[config.mk]
export PLATFORM = sky130hd
export DESIGN_NAME = board_square_occupancy_stability
export DESIGN_NICKNAME = d
export VERILOG_FILES = /design/src/hw/rtl/bsos_pkg.sv /design/src/hw/rtl/bsos_classify.sv /design/src/hw/rtl/board_square_occupancy_stability.sv
export VERILOG_INCLUDE_DIRS = /design/src /design/src/hw/rtl
export SDC_FILE = /design/constraint.sdc
export NUM_CORES = 2
export LEC_CHECK = 0
export ABC_AREA = 0
export BUFFER_PORTS_ARGS = -buffer_cell sky130_fd_sc_hd__buf_2
export CORE_ASPECT_RATIO = 2
export CORE_UTILIZATION = 64
export CTS_BUF_LIST = sky130_fd_sc_hd__clkbuf_8
export DETAILED_ROUTE_END_ITERATION = 7
export GPL_TIMING_DRIVEN = 1
export PLACE_DENSITY = 0.85
export SYNTH_ARGS = -nofsm -noshare
export SYNTH_HDL_FRONTEND = slang
export SYNTH_HIERARCHICAL = 1
export SYNTH_SLANG_ARGS = --single-unit
export TNS_END_PERCENT = 50
[constraint.sdc]
create_clock -name clk -period 19.7 [get_ports clk]
set_input_delay 1.97 -clock clk [delete_from_list [all_inputs] [get_ports clk]]
set_output_delay 1.97 -clock clk [all_outputs]
set_load 0.03 [all_outputs]
[src/hw/rtl/assert_macros.svh]
// ---------------------------------------------------------------------------
// assert_macros.svh
// Short forms for clocked concurrent assertions used across the rtl
// ---------------------------------------------------------------------------
`ifndef ASSERT_MACROS_SVH
`define ASSERT_MACROS_SVH

// same-cycle implication, checked at every rising edge out of reset
`define ASSERT_IMP(lbl, ante, cons, msg) \
  lbl: assert property (@(posedge clk) disable iff (!rst_n) (ante) |-> (cons)) \
    else $error(msg);

// next-cycle implication, checked at every rising edge out of reset
`define ASSERT_NXT(lbl, ante, cons, msg) \
  lbl: assert property (@(posedge clk) disable iff (!rst_n) (ante) |=> (cons)) \
    else $error(msg);

`endif

[src/hw/rtl/bsos_pkg.sv]
// ---------------------------------------------------------------------------
// bsos_pkg
// Shared types and constants for the board square occupancy block
// ---------------------------------------------------------------------------
package bsos_pkg;

  localparam int SQ_IDX_W   = 6;
  localparam int MEAS_W     = 12;
  localparam int NEED_W     = 8;
  localparam int KIND_W     = 2;
  localparam int BOARD_W    = 64;
  localparam int IN_DATA_W  = 48;
  localparam int OUT_DATA_W = 136;
  localparam int CFG_ADDR_W = 3;
  localparam int CFG_DATA_W = 12;

  // register indexes
  localparam logic [CFG_ADDR_W-1:0] REG_CALIBRATED = 3'd0;
  localparam logic [CFG_ADDR_W-1:0] REG_NEED       = 3'd1;
  localparam logic [CFG_ADDR_W-1:0] REG_STRONG     = 3'd2;
  localparam logic [CFG_ADDR_W-1:0] REG_MODERATE   = 3'd3;
  localparam logic [CFG_ADDR_W-1:0] REG_CLEAR      = 3'd4;
  localparam logic [CFG_ADDR_W-1:0] REG_TEXTURE    = 3'd5;
  localparam logic [CFG_ADDR_W-1:0] REG_FLAT       = 3'd6;
  localparam logic [CFG_ADDR_W-1:0] REG_DARK       = 3'd7;

  // reset values of the registers
  localparam logic [NEED_W-1:0] RST_NEED     = 8'd5;
  localparam logic [MEAS_W-1:0] RST_STRONG   = 12'd108;
  localparam logic [MEAS_W-1:0] RST_MODERATE = 12'd54;
  localparam logic [MEAS_W-1:0] RST_CLEAR    = 12'd36;
  localparam logic [MEAS_W-1:0] RST_TEXTURE  = 12'd192;
  localparam logic [MEAS_W-1:0] RST_FLAT     = 12'd128;
  localparam logic [MEAS_W-1:0] RST_DARK     = 12'd1600;

  // event kinds
  localparam logic [KIND_W-1:0] EVT_MOVE     = 2'd0;
  localparam logic [KIND_W-1:0] EVT_STABLE   = 2'd1;
  localparam logic [KIND_W-1:0] EVT_UNSTABLE = 2'd2;

  typedef struct packed {
    logic              calibrated;
    logic [MEAS_W-1:0] strong_edge_limit;
    logic [MEAS_W-1:0] moderate_edge_limit;
    logic [MEAS_W-1:0] clear_edge_limit;
    logic [MEAS_W-1:0] texture_dev_limit;
    logic [MEAS_W-1:0] flat_dev_limit;
    logic [MEAS_W-1:0] dark_mean_limit;
  } thr_cfg_t;

  typedef struct packed {
    logic [MEAS_W-1:0] mean_level;
    logic [MEAS_W-1:0] deviation;
    logic [MEAS_W-1:0] edge_count;
  } meas_t;

  typedef struct packed {
    logic [KIND_W-1:0]   kind;
    logic [SQ_IDX_W-1:0] square;
    logic                occ;
    logic [BOARD_W-1:0]  prev;
    logic [BOARD_W-1:0]  cur;
  } result_t;

endpackage

[src/hw/rtl/bsos_classify.sv]
// ---------------------------------------------------------------------------
// bsos_classify
// Occupancy decision for one square from its edge, texture and mean figures
// ---------------------------------------------------------------------------
`include "assert_macros.svh"

module bsos_classify (
  input  bsos_pkg::thr_cfg_t thr,
  input  bsos_pkg::meas_t    meas,
  input  logic               was_occ,
  output logic               now_occ
);
  import bsos_pkg::*;

  logic strong_hit;
  logic moderate;
  logic texture;
  logic clear_ok;
  logic dark;

  assign strong_hit = meas.edge_count > thr.strong_edge_limit;
  assign moderate   = meas.edge_count > thr.moderate_edge_limit;
  assign texture    = meas.deviation > thr.texture_dev_limit;
  assign clear_ok   = (meas.edge_count < thr.clear_edge_limit) &&
                      (meas.deviation < thr.flat_dev_limit);
  assign dark       = meas.mean_level < thr.dark_mean_limit;

  always_comb begin
    if (thr.calibrated) begin
      // hysteresis: occupied squares only clear on low edges and flat texture
      if (was_occ) begin
        now_occ = !clear_ok;
      end else begin
        now_occ = strong_hit || (moderate && texture);
      end
    end else begin
      now_occ = dark;
    end
  end

endmodule

[src/hw/rtl/board_square_occupancy_stability.sv]
// ---------------------------------------------------------------------------
// board_square_occupancy_stability
// Per-square occupancy with hysteresis, stability counting and board events
// ---------------------------------------------------------------------------
// One transaction per square carries its edge count, deviation and mean. The
// block takes one transaction per clock unless the output stalls or a refresh
// pass runs. Each passes an input register with the counter memory read, then
// the decision stage feeding an output register. A square whose occupancy
// flips gives a move result; the square SQUARES-1 closes the frame and may
// add a became-stable result (with the previous snapshot and the current
// board) or a became-unstable result. An input that yields two results holds
// the output for two transactions, so the input can stall then. Squares at or
// above SQUARES give no result and change nothing. Stability counters live in
// a SQUARES-deep memory with one read and one write port; a per-square stable
// flag keeps the frame-end check to a single AND. Writing stable_frames_needed
// starts a refresh pass that re-reads every counter through the memory read
// port to rebuild those flags; no transaction is accepted then.
// ---------------------------------------------------------------------------
`include "assert_macros.svh"

module board_square_occupancy_stability #(
  parameter int SQUARES    = 64,
  parameter int COUNT_BITS = 8
) (
  input  logic                                clk,
  input  logic                                rst_n,
  // input stream
  input  logic                                in_tvalid,
  output logic                                in_tready,
  // square_index[5:0], edge_count[17:6], deviation[29:18], mean_level[41:30]
  input  logic [bsos_pkg::IN_DATA_W-1:0]      in_tdata,
  // result stream
  output logic                                out_tvalid,
  input  logic                                out_tready,
  // square[5:0], now_occupied[6], previous_board[70:7], current_board[134:71]
  output logic [bsos_pkg::OUT_DATA_W-1:0]     out_tdata,
  // event_kind[1:0]
  output logic [bsos_pkg::KIND_W-1:0]         out_tuser,
  output logic                                out_tlast,
  // configuration writes
  input  logic                                cfg_we,
  input  logic [bsos_pkg::CFG_ADDR_W-1:0]     cfg_addr,
  input  logic [bsos_pkg::CFG_DATA_W-1:0]     cfg_wdata
);
  import bsos_pkg::*;

  localparam int IDX_W    = (SQUARES > 1) ? $clog2(SQUARES) : 1;
  localparam int CMP_W    = (COUNT_BITS > NEED_W) ? COUNT_BITS : NEED_W;
  localparam int SQ_CMP_W = SQ_IDX_W + 1;
  localparam logic [COUNT_BITS-1:0] COUNT_MAX  = '1;
  localparam logic [SQ_CMP_W-1:0]   SQ_LIMIT   = SQ_CMP_W'(SQUARES);
  localparam logic [SQ_IDX_W-1:0]   SQ_LAST    = SQ_IDX_W'(SQUARES - 1);
  localparam logic [IDX_W-1:0]      LAST_ADDR  = IDX_W'(SQUARES - 1);

  // configuration registers
  thr_cfg_t          thr_r;
  logic [NEED_W-1:0] need_r;

  // input stage
  logic                stg_vld_r;
  logic [SQ_IDX_W-1:0] stg_idx_r;
  meas_t               stg_meas_r;

  // counter memory, valid flags and forwarding of the latest write
  logic [COUNT_BITS-1:0] cnt_mem [SQUARES];
  logic [COUNT_BITS-1:0] rd_r;
  logic [SQUARES-1:0]    cnt_ok_r;
  logic                  fwd_vld_r;
  logic [IDX_W-1:0]      fwd_idx_r;
  logic [COUNT_BITS-1:0] fwd_cnt_r;

  // board state
  logic [SQUARES-1:0] occ_r;
  logic [SQUARES-1:0] stable_r;
  logic [SQUARES-1:0] snap_r;
  logic               brd_stable_r;

  // refresh pass after a stable_frames_needed write
  logic             sw_act_r;
  logic [IDX_W-1:0] sw_addr_r;
  logic             sw_ret_vld_r;
  logic [IDX_W-1:0] sw_ret_idx_r;
  logic             sw_busy;
  logic             sw_stab;

  // output buffer: head result plus one queued board result
  result_t out_r;
  result_t pend_r;
  logic    out_vld_r;
  logic    pend_vld_r;
  result_t out_nxt;
  result_t pend_nxt;
  logic    out_vld_nxt;
  logic    pend_vld_nxt;

  // decision stage signals
  logic                  in_acc;
  logic                  rd_en;
  logic [IDX_W-1:0]      rd_addr;
  logic                  stg_in_rng;
  logic [IDX_W-1:0]      sq;
  logic                  was_occ;
  logic                  now_occ;
  logic                  changed;
  logic [COUNT_BITS-1:0] sat_lim;
  logic [COUNT_BITS-1:0] cnt_cur;
  logic [COUNT_BITS-1:0] cnt_new;
  logic                  stab_new;
  logic [SQUARES-1:0]    occ_nxt;
  logic [SQUARES-1:0]    stable_nxt;
  logic                  frame_end;
  logic                  all_st;
  logic                  brd_up;
  logic                  brd_dn;
  logic                  mv;
  logic                  has_first;
  logic                  has_second;
  logic                  room;
  logic                  stg_adv;
  logic                  upd;
  result_t               res_mv;
  result_t               res_brd;
  result_t               res_first;

  // --- configuration port --------------------------------------------------
  always_ff @(posedge clk) begin
    if (!rst_n) begin
      thr_r.calibrated          <= 1'b0;
      thr_r.strong_edge_limit   <= RST_STRONG;
      thr_r.moderate_edge_limit <= RST_MODERATE;
      thr_r.clear_edge_limit    <= RST_CLEAR;
      thr_r.texture_dev_limit   <= RST_TEXTURE;
      thr_r.flat_dev_limit      <= RST_FLAT;
      thr_r.dark_mean_limit     <= RST_DARK;
      need_r                    <= RST_NEED;
    end else if (cfg_we) begin
      unique case (cfg_addr)
        REG_CALIBRATED: thr_r.calibrated          <= cfg_wdata[0];
        REG_NEED:       need_r                    <= cfg_wdata[NEED_W-1:0];
        REG_STRONG:     thr_r.strong_edge_limit   <= cfg_wdata[MEAS_W-1:0];
        REG_MODERATE:   thr_r.moderate_edge_limit <= cfg_wdata[MEAS_W-1:0];
        REG_CLEAR:      thr_r.clear_edge_limit    <= cfg_wdata[MEAS_W-1:0];
        REG_TEXTURE:    thr_r.texture_dev_limit   <= cfg_wdata[MEAS_W-1:0];
        REG_FLAT:       thr_r.flat_dev_limit      <= cfg_wdata[MEAS_W-1:0];
        REG_DARK:       thr_r.dark_mean_limit     <= cfg_wdata[MEAS_W-1:0];
        default: ;
      endcase
    end
  end

  // --- handshake -----------------------------------------------------------
  assign sw_busy   = sw_act_r || sw_ret_vld_r;
  assign room      = !out_vld_r || (out_tready && !pend_vld_r);
  assign stg_adv   = stg_vld_r && (!has_first || room);
  assign in_tready = !sw_busy && (!stg_vld_r || stg_adv);
  assign in_acc    = in_tvalid && in_tready;

  // --- input register --------------------------------------------------------
  always_ff @(posedge clk) begin
    if (!rst_n) begin
      stg_vld_r <= 1'b0;
    end else if (in_acc) begin
      stg_vld_r <= 1'b1;
    end else if (stg_adv) begin
      stg_vld_r <= 1'b0;
    end
  end

  always_ff @(posedge clk) begin
    if (in_acc) begin
      stg_idx_r  <= in_tdata[SQ_IDX_W-1:0];
      stg_meas_r <= in_tdata[SQ_IDX_W +: 3*MEAS_W];
    end
  end

  // --- counter memory ------------------------------------------------------
  // the read port serves the incoming square, or the refresh pass
  assign rd_en   = in_acc || sw_act_r;
  assign rd_addr = sw_act_r ? sw_addr_r : in_tdata[IDX_W-1:0];
  assign upd     = stg_adv && stg_in_rng;

  always_ff @(posedge clk) begin
    if (upd) begin
      cnt_mem[sq] <= cnt_new;
    end
    if (rd_en) begin
      rd_r <= cnt_mem[rd_addr];
    end
  end

  always_ff @(posedge clk) begin
    if (!rst_n) begin
      cnt_ok_r  <= '0;
      fwd_vld_r <= 1'b0;
    end else if (upd) begin
      cnt_ok_r[sq] <= 1'b1;
      fwd_vld_r    <= 1'b1;
    end
  end

  // the read issued in the same cycle as a write sees the old word
  always_ff @(posedge clk) begin
    if (upd) begin
      fwd_idx_r <= sq;
      fwd_cnt_r <= cnt_new;
    end
  end

  // --- decision stage --------------------------------------------------------
  assign stg_in_rng = {1'b0, stg_idx_r} < SQ_LIMIT;
  assign sq         = stg_idx_r[IDX_W-1:0];
  assign was_occ    = occ_r[sq];

  bsos_classify u_classify (
    .thr     (thr_r),
    .meas    (stg_meas_r),
    .was_occ (was_occ),
    .now_occ (now_occ)
  );

  // counters saturate at the smaller of the target and the counter range
  assign sat_lim = (CMP_W'(need_r) < CMP_W'(COUNT_MAX)) ?
                   COUNT_BITS'(CMP_W'(need_r)) : COUNT_MAX;

  always_comb begin
    if (fwd_vld_r && (fwd_idx_r == sq)) begin
      cnt_cur = fwd_cnt_r;
    end else if (cnt_ok_r[sq]) begin
      cnt_cur = rd_r;
    end else begin
      cnt_cur = '0;
    end
  end

  assign changed  = now_occ != was_occ;
  assign cnt_new  = changed ? '0 :
                    ((cnt_cur < sat_lim) ? cnt_cur + 1'b1 : cnt_cur);
  assign stab_new = CMP_W'(cnt_new) >= CMP_W'(need_r);

  always_comb begin
    occ_nxt    = occ_r;
    stable_nxt = stable_r;
    if (stg_in_rng) begin
      occ_nxt[sq]    = now_occ;
      stable_nxt[sq] = stab_new;
    end
  end

  assign frame_end  = stg_in_rng && (stg_idx_r == SQ_LAST);
  assign all_st     = &stable_nxt;
  assign brd_up     = frame_end && all_st && !brd_stable_r;
  assign brd_dn     = frame_end && !all_st && brd_stable_r;
  assign mv         = stg_in_rng && changed;
  assign has_first  = mv || brd_up || brd_dn;
  assign has_second = mv && (brd_up || brd_dn);

  always_comb begin
    res_mv        = '0;
    res_mv.kind   = EVT_MOVE;
    res_mv.square = stg_idx_r;
    res_mv.occ    = now_occ;

    res_brd = '0;
    if (brd_up) begin
      res_brd.kind = EVT_STABLE;
      res_brd.prev = BOARD_W'(snap_r);
      res_brd.cur  = BOARD_W'(occ_nxt);
    end else begin
      res_brd.kind = EVT_UNSTABLE;
    end

    res_first = mv ? res_mv : res_brd;
  end

  // --- board state -----------------------------------------------------------
  // refresh result for one square of the pass
  assign sw_stab = CMP_W'(cnt_ok_r[sw_ret_idx_r] ? rd_r : '0) >= CMP_W'(need_r);

  always_ff @(posedge clk) begin
    if (!rst_n) begin
      occ_r        <= '0;
      stable_r     <= '0;
      snap_r       <= '0;
      brd_stable_r <= 1'b0;
    end else begin
      if (upd) begin
        occ_r    <= occ_nxt;
        stable_r <= stable_nxt;
        if (brd_up) begin
          snap_r       <= occ_nxt;
          brd_stable_r <= 1'b1;
        end else if (brd_dn) begin
          brd_stable_r <= 1'b0;
        end
      end else if (sw_ret_vld_r) begin
        stable_r[sw_ret_idx_r] <= sw_stab;
      end
    end
  end

  // --- refresh pass ------------------------------------------------------------
  always_ff @(posedge clk) begin
    if (!rst_n) begin
      sw_act_r     <= 1'b0;
      sw_addr_r    <= '0;
      sw_ret_vld_r <= 1'b0;
      sw_ret_idx_r <= '0;
    end else begin
      sw_ret_vld_r <= sw_act_r;
      sw_ret_idx_r <= sw_addr_r;
      if (cfg_we && (cfg_addr == REG_NEED)) begin
        sw_act_r  <= 1'b1;
        sw_addr_r <= '0;
      end else if (sw_act_r) begin
        if (sw_addr_r == LAST_ADDR) begin
          sw_act_r <= 1'b0;
        end else begin
          sw_addr_r <= sw_addr_r + 1'b1;
        end
      end
    end
  end

  // --- output buffer -----------------------------------------------------------
  always_comb begin
    out_nxt      = out_r;
    pend_nxt     = pend_r;
    out_vld_nxt  = out_vld_r;
    pend_vld_nxt = pend_vld_r;
    if (out_vld_r && out_tready) begin
      if (pend_vld_r) begin
        out_nxt      = pend_r;
        pend_vld_nxt = 1'b0;
      end else begin
        out_vld_nxt = 1'b0;
      end
    end
    if (stg_adv && has_first) begin
      out_nxt      = res_first;
      out_vld_nxt  = 1'b1;
      pend_nxt     = res_brd;
      pend_vld_nxt = has_second;
    end
  end

  always_ff @(posedge clk) begin
    if (!rst_n) begin
      out_vld_r  <= 1'b0;
      pend_vld_r <= 1'b0;
    end else begin
      out_vld_r  <= out_vld_nxt;
      pend_vld_r <= pend_vld_nxt;
    end
  end

  always_ff @(posedge clk) begin
    out_r  <= out_nxt;
    pend_r <= pend_nxt;
  end

  assign out_tvalid = out_vld_r;
  assign out_tdata  = {1'b0, out_r.cur, out_r.prev, out_r.occ, out_r.square};
  assign out_tuser  = out_r.kind;
  // the head is the final result of its transaction unless a board result waits
  assign out_tlast  = !pend_vld_r;

  // --- checks ------------------------------------------------------------------
  `ASSERT_IMP(a_no_accept_in_refresh, sw_busy, !in_tready, "accept during refresh pass")
  `ASSERT_IMP(a_pend_behind_head, pend_vld_r, out_vld_r, "queued result without head")
  `ASSERT_IMP(a_pend_is_board, pend_vld_r, pend_r.kind != EVT_MOVE, "queued move result")
  `ASSERT_NXT(a_stable_snapshot, upd && brd_up, brd_stable_r && (snap_r == $past(occ_nxt)), "snapshot not taken")

endmodule
# After elaboration in Yosys (flattened, before gate mapping)
# Memory sizes are Yosys's and may differ from the RTL's. A register that Yosys moved wholly into a read port is not among the register bits.
# Cells that the tools add are included.
# word_totals
input_bits	68
n_memories	1
output_inout_bits	141
ramBits	512
ff_bits	679
word_cells	166
# mem_list
name	depth	word_bits	rd	rd_ports_with_merged_regs	write_ports	line	rtl
cnt_mem	64	8	1	1	1	board_square_occupancy_stability.sv:65	logic [COUNT_BITS-1:0] cnt_mem [SQUARES];
# op_classes
n_bitwise	3
n_mux	44
n_reduce_logical	55
n_eq_ne	12
order_cmp	14
addsub	2
# op_table
cell	n
137-bit two-way mux	4
64-bit bitwise mux	3
128-bit two-way mux	1
64-bit two-way mux	2
64-bit OR	1
64-bit AND reduction	1
8-bit two-way mux	6
12-bit greater-than comparator	3
12-bit less-than comparator	3
2-bit AND reduction	13
1-bit two-way mux	21
1-bit binary-select mux with 6-bit select	3
1-bit logical AND	17
8-bit >= comparator	2
6-bit by 7-bit less-than comparator with 1-bit output, second input constant	2
1-bit demux with 6-bit select	2
3-bit equality test, second input constant	4
6-bit equality test, second input constant	2
6-bit by 1-bit >= comparator with 1-bit output, second input constant	2
2-bit nonzero test	5
1-bit logical OR	9
8-bit by 1-bit adder with 8-bit output, second input constant	1
1-bit zero test	8
8-bit less-than comparator	1
other kinds (12)	14

# Logic depth before layout (Yosys ltp)
# depth
ltp_word	21
depth_mapped	35
mapped_depth_nobuf	26

# Modules after synthesis
# Netlist, hierarchy kept.
# by_module_without_submodules
mod	area_per_inst_um2	n_inst	cells_each	seq_area_each_um2
board_square_occupancy_stability	51788.4	1	4094	32441.1
bsos_classify	1759.2	1	238	0.0

# Worst setup path before layout
# Ideal clock, no wire load.
# synth_path
kind	reg-to-reg
startpoint	register stg_idx_r[0], in the netlist sq[0]
endpoint	register out_r (netlist bit out_tdata[0]) (enable)
setup_time_ns	1.925
synth_period_minus_slack_ns	14.306
path_slack_ns	5.394
t_required_ns	17.775
stages_incl_launch_ff	30
arrival_time_ns	12.380
n_path_buf	6
cell_sequence	edfxtp_1 > buf_6 > buf_4 > buf_4 > buf_2 > mux4_2 > mux2i_1 > o22ai_1 > nor4_4 > o21ai_0 > ha_1 > a21o_1 > a21o_1 > a21o_1 > or3_1 > o32ai_4 > nor3b_1 > xnor2_1 > nor2_1 > ha_1 > nor2_1 > or3_1 > o21a_1 > o31a_1 > nor4_1 > a41oi_1 > a221oi_2 > buf_2 > buf_2 > o21ai_0
# synth_between
elab_chain_len	20
elab_cells_between_ends	38
classes_between	add/sub (1); order compare (4); eq/ne (3); mux (13); reduce/logical (17)
# synth_lines
item	line	rtl
from (decl)	board_square_occupancy_stability.sv:61	logic [SQ_IDX_W-1:0] stg_idx_r;
from (signal assigned)	board_square_occupancy_stability.sv:171	stg_idx_r <= in_tdata[SQ_IDX_W-1:0];
1-bit binary-select mux with 6-bit select	board_square_occupancy_stability.sv:228	end else if (cnt_ok_r[sq]) begin
1-bit two-way mux (not written as such)	board_square_occupancy_stability.sv:228	
8-bit two-way mux	board_square_occupancy_stability.sv:228	
8-bit two-way mux	board_square_occupancy_stability.sv:226	if (fwd_vld_r && (fwd_idx_r == sq)) begin
8-bit by 1-bit adder with 8-bit output or 8-bit less-than comparator (tied branches)	board_square_occupancy_stability.sv:237	((cnt_cur < sat_lim) ? cnt_cur + 1'b1 : cnt_cur);
8-bit two-way mux	board_square_occupancy_stability.sv:237	
8-bit two-way mux (*)	board_square_occupancy_stability.sv:236	assign cnt_new = changed ? '0 :
named net cnt_new[3]	board_square_occupancy_stability.sv:107	logic [COUNT_BITS-1:0] cnt_new;
(+5 left out)	-	
1-bit logical OR or 1-bit logical AND (tied branches)	board_square_occupancy_stability.sv:254, board_square_occupancy_stability.sv:252	
1-bit logical OR (*)	board_square_occupancy_stability.sv:254	assign has_first = mv || brd_up || brd_dn;
1-bit zero test	board_square_occupancy_stability.sv:154	assign stg_adv = stg_vld_r && (!has_first || room);
1-bit logical OR	board_square_occupancy_stability.sv:154	
1-bit logical AND	board_square_occupancy_stability.sv:154	
1-bit logical AND (*)	board_square_occupancy_stability.sv:338	if (stg_adv && has_first) begin
2-bit nonzero test (no line)	-	
2-bit AND reduction (no line) (*)	-	
to (signal assigned)	board_square_occupancy_stability.sv:357	out_r <= out_nxt;
to (decl)	board_square_occupancy_stability.sv:87	result_t out_r;
# The timed path passes the listed nets; every way through them passes the cells marked *. The select of a mux whose other input is x is not followed.
# A chain may end at the register's enable or synchronous reset.

# Worst setup path in the final report
# layout_path
startpoint	register stg_idx_r[0], in the netlist sq[0]
endpoint	output in_tready
# layout_between
elab_chain_len	19
elab_cells_between_ends	36
classes_between	add/sub (1); order compare (4); eq/ne (3); mux (13); reduce/logical (15)
# layout_lines
item	line	rtl
1-bit binary-select mux with 6-bit select	board_square_occupancy_stability.sv:228	
1-bit two-way mux (not written as such)	board_square_occupancy_stability.sv:228	
8-bit two-way mux	board_square_occupancy_stability.sv:228	
8-bit two-way mux	board_square_occupancy_stability.sv:226	
8-bit by 1-bit adder with 8-bit output or 8-bit less-than comparator (tied branches)	board_square_occupancy_stability.sv:237	
8-bit two-way mux	board_square_occupancy_stability.sv:237	
8-bit two-way mux (*)	board_square_occupancy_stability.sv:236	
named net cnt_new[7]	board_square_occupancy_stability.sv:107	
(+4 left out)	-	
1-bit logical AND, on equally long branches	board_square_occupancy_stability.sv:251, board_square_occupancy_stability.sv:252	
1-bit logical OR or 1-bit logical AND (tied branches)	board_square_occupancy_stability.sv:254, board_square_occupancy_stability.sv:252	
1-bit logical OR (*)	board_square_occupancy_stability.sv:254	
1-bit zero test (*)	board_square_occupancy_stability.sv:154	
1-bit logical OR (*)	board_square_occupancy_stability.sv:154	
1-bit logical AND (*)	board_square_occupancy_stability.sv:154	
1-bit logical OR (*)	board_square_occupancy_stability.sv:155	assign in_tready = !sw_busy && (!stg_vld_r || stg_adv);
1-bit logical AND (*)	board_square_occupancy_stability.sv:155	
to (decl)	board_square_occupancy_stability.sv:29	output logic in_tready,
# Marked as above.

==> results.cfg <==
[status]
status = finished with violations
violations = DRC

[global_route]
grt_pass1_wl_um = 236000
grt_max_degree = 90
antenna_found_initial = 5
grt_pass1_vias = 38300
gr-total-overflow = 0
grt_util_all_layers_pct = 38.1

[detailed_routing]
num_vias = 38300
drt_iter0_markers = 4252
wire_per_inst_um = 28.1
drc = 7
drt-pass1-iter-count = 8
viasPerCell = 6.76
wl_um = 159000
antenna_left = 0

[synth]
syn_avg_cell_area_um2 = 12.4
yosys_warnings = 6
syn_inst = 4332
syn_area_um2 = 53500
async_flop_share_pct = 0
syn_nets = 4494
synth.distinct_cells = 93
ys.flop_type = edfxtp_1
synth_edf_count = 843
yosysSeqAreaShare_pct = 60.6
synth-seq-cells = 1199

[floorplanning]
die_y_um = 411
core_area_um2 = 82600
rows = 149
fp.dieW_um = 207
initial_core_util_pct = 64.8
dieArea_um2 = 84900
pin_count = 209

[timing]
hold_viol = 0
fin_tns_setup_ps = 0
slew_headroom_pct = 11.2
skew_ps = 53.9
setup-violations-final = 0
rsz0062_at_grt = false
finalCriticalPeriod_ps = 14690
fin_crit_sh_pct = 74.6
fmax_ghz = 0.0681
maxSlewViolCount = 0
fin_ws_ps = 5010
tightest_slew_ps = 1320

[power]
swShare_pct = 25.6
pwr-share-clk_pct = 38.2
p_int_uw = 3920
comb_power_share_pct = 9.0
p_leak_uw = 0.0202
p_switching_uw = 1350
ir_drop_mv = 0.0985
power.share.sequential_pct = 52.8
power_density_nw_per_um2 = 89.6

[worst_setup_path]
critPathCaptureType = primary output
cp-start-kind = register
crit_fanout = 66
worst-r2r-setup-slack_ps = 6070
critPathArrivalTime_ps = 12720
cpPeakStageDelay_ps = 910
cp_slowest_cell = mux2i_1
required_ps = 17730
path_buf_inv = 4
crit_type = register to primary output
path_delay_family = compound AO/OA/AOI/OAI gates

[cells_and_area]
final_nets = 4629
fin_util_pct = 71.2
layout-drive-gt1-share_pct = 16.7
areaGrowthSynthToFinish_pct = 9.84
stdcell_count = 5664

[clock_tree]
clk_latency_ps = 900
postCtsSetupRepairBufs = 0
postCtsHoldBufs = 0
cts_sinks = 1199
ctsResizeCount = 0
root_buffer = clkbuf_8
ctsLongestPathBuffers = 3
h-tree-depth = 4
clkSlewWorstSetupHoldPaths_ps = 70
cts_tree = built
cts_buffers = 160

[placement]
io_buffers = 201
place_ws_ps = 6810
dp_hpwl_um = 104000
place_congestion = 1.05
placed_cells = 5361

[job]
drv_cap = 0

[worst_hold_path]
min_path_type = register to register
[final cells by class]
| type | count | area, µm² |
|---|---|---|
| Sequential cell | 1199 | 32400 |
| Fill cell | 5397 | 23800 |
| Multi-Input combinational cell | 2711 | 19500 |
| Clock buffer | 180 | 2480 |
| Timing Repair Buffer | 295 | 1730 |
| Tap cell | 1057 | 1320 |
| Clock inverter | 121 | 967 |
| Inverter | 100 | 385 |
| Antenna cell | 1 | 2.50 |
[kinds of logic after synthesis]
family                   count (synthesis)  share of synthesized area (%)
AND/OR/NAND/NOR                       1303                           11.4
multiplexers                           332                           9.90
XOR/XNOR                                20                          0.327
other                                    1                        0.00700
AO/OA/AOI/OAI                          961                           12.1
adder cells (fa/ha/maj)                 94                           2.20
buffers and inverters                  422                           3.46
flip-flops                            1199                           60.6
[registers in the layout, summed over array words and instances (netlist names), 8 cells and up]
name,cells
cnt_mem,512
out_tdata,135
pend_r,130
thr_r,73
cnt_ok_r,64
occ_r,64
snap_r,64
stable_r,64
stg_meas_r,36
fwd_cnt_r,8
need_r,8
rd_r,8
[through the flow]
stage / total power [µW] / hold WS (ps) / instance area (µm²)
after CTS: 5270 / 455 / 58800
after floorplan: 3140 / 432 / 53500
final: 5270 / 455 / 58800
after global placement: 3280 / 442 / 55400
after global routing: 5400 / 469 / 58800
after detailed placement: 3300 / 446 / 55400
[worst reg2reg max path: cells and delay by family (launching register included)]
| family | cells | cell delay (ps) |
|---|---|---|
| AO/OA/AOI/OAI | 8 | 2750 |
| adder cells (fa/ha/maj) | 2 | 860 |
| buffers and inverters | 5 | 2460 |
| flip-flops | 1 | 320 |
| multiplexers | 4 | 2230 |
| AND/OR/NAND/NOR | 9 | 4620 |
[power groups by stage]
stage | logic (µW) | clock network, µW | registers, µW
after detailed placement | 459 | 0 | 2840
after floorplan | 267 | 0 | 2880
final | 475 | 2010 | 2780
after CTS | 461 | 2030 | 2780
after global placement | 447 | 0 | 2840
after global routing | 498 | 2120 | 2790
[cells in the final DEF (no fill, tap or decap), drive strengths merged, types with 31 or more instances in the layout]
master / netlist / layout
edfxtp: 843 / 843
nand2: 530 / 530
dfxtp: 356 / 356
nor2: 321 / 321
buf: 121 / 293
a21oi: 191 / 191
o21ai: 183 / 183
clkbuf: 201 / 182
and2: 173 / 173
mux2i: 165 / 165
mux4: 156 / 156
inv: 99 / 149
a211oi: 114 / 114
ha: 94 / 94
a31oi: 91 / 91
o211ai: 83 / 83
a22o: 73 / 73
o21a: 66 / 66
nand3: 60 / 60
clkinv: 1 / 51
nor3: 46 / 46
o31ai: 40 / 40
nor2b: 31 / 31
[worst paths after layout]
path / startpoint / end / cells past startpoint
min reg2reg: thr_r[69]$_SDFFE_PN0P_ / thr_r[69]$_SDFFE_PN0P_ / 2
max: sq[0]$_DFFE_PP_ / in_tready / 27
max reg2reg: sq[0]$_DFFE_PP_ / cnt_mem[62][1]$_DFFE_PP_ / 28
min: thr_r[69]$_SDFFE_PN0P_ / thr_r[69]$_SDFFE_PN0P_ / 2
[cells in the mapped netlist (16+ instances only)]
library cell / count / area, µm²
edfxtp_1: 843 / 25300
nand2_1: 530 / 1990
dfxtp_1: 356 / 7130
nor2_1: 318 / 1190
clkbuf_1: 201 / 754
a21oi_1: 189 / 946
and2_1: 172 / 1080
o21ai_0: 172 / 861
mux2i_1: 164 / 1640
mux4_2: 156 / 3510
a211oi_1: 103 / 773
inv_1: 95 / 357
ha_1: 94 / 1180
a31oi_1: 91 / 569
o211ai_1: 83 / 623
a22o_1: 73 / 639
o21a_1: 66 / 495
buf_2: 60 / 300
nand3_1: 59 / 295
nor3_1: 45 / 225
o31ai_1: 40 / 300
nor2b_1: 31 / 194
nand2b_1: 26 / 163
nand4_1: 26 / 163
buf_1: 25 / 93.8
a311o_1: 24 / 240
nor4_1: 22 / 138
buf_4: 21 / 158
a311oi_1: 18 / 158
a21o_1: 16 / 120
and3_1: 16 / 100
[routing by layer]
metal	up-vias	wire length, µm	track usage [%]
met5	-	33	0
met4	6	14600	31.5
met3	688	15800	10.2
met2	2393	77300	61.3
met1	18700	51100	41.8
li1	16500	-	-
(Power assumes the default switching activity.)
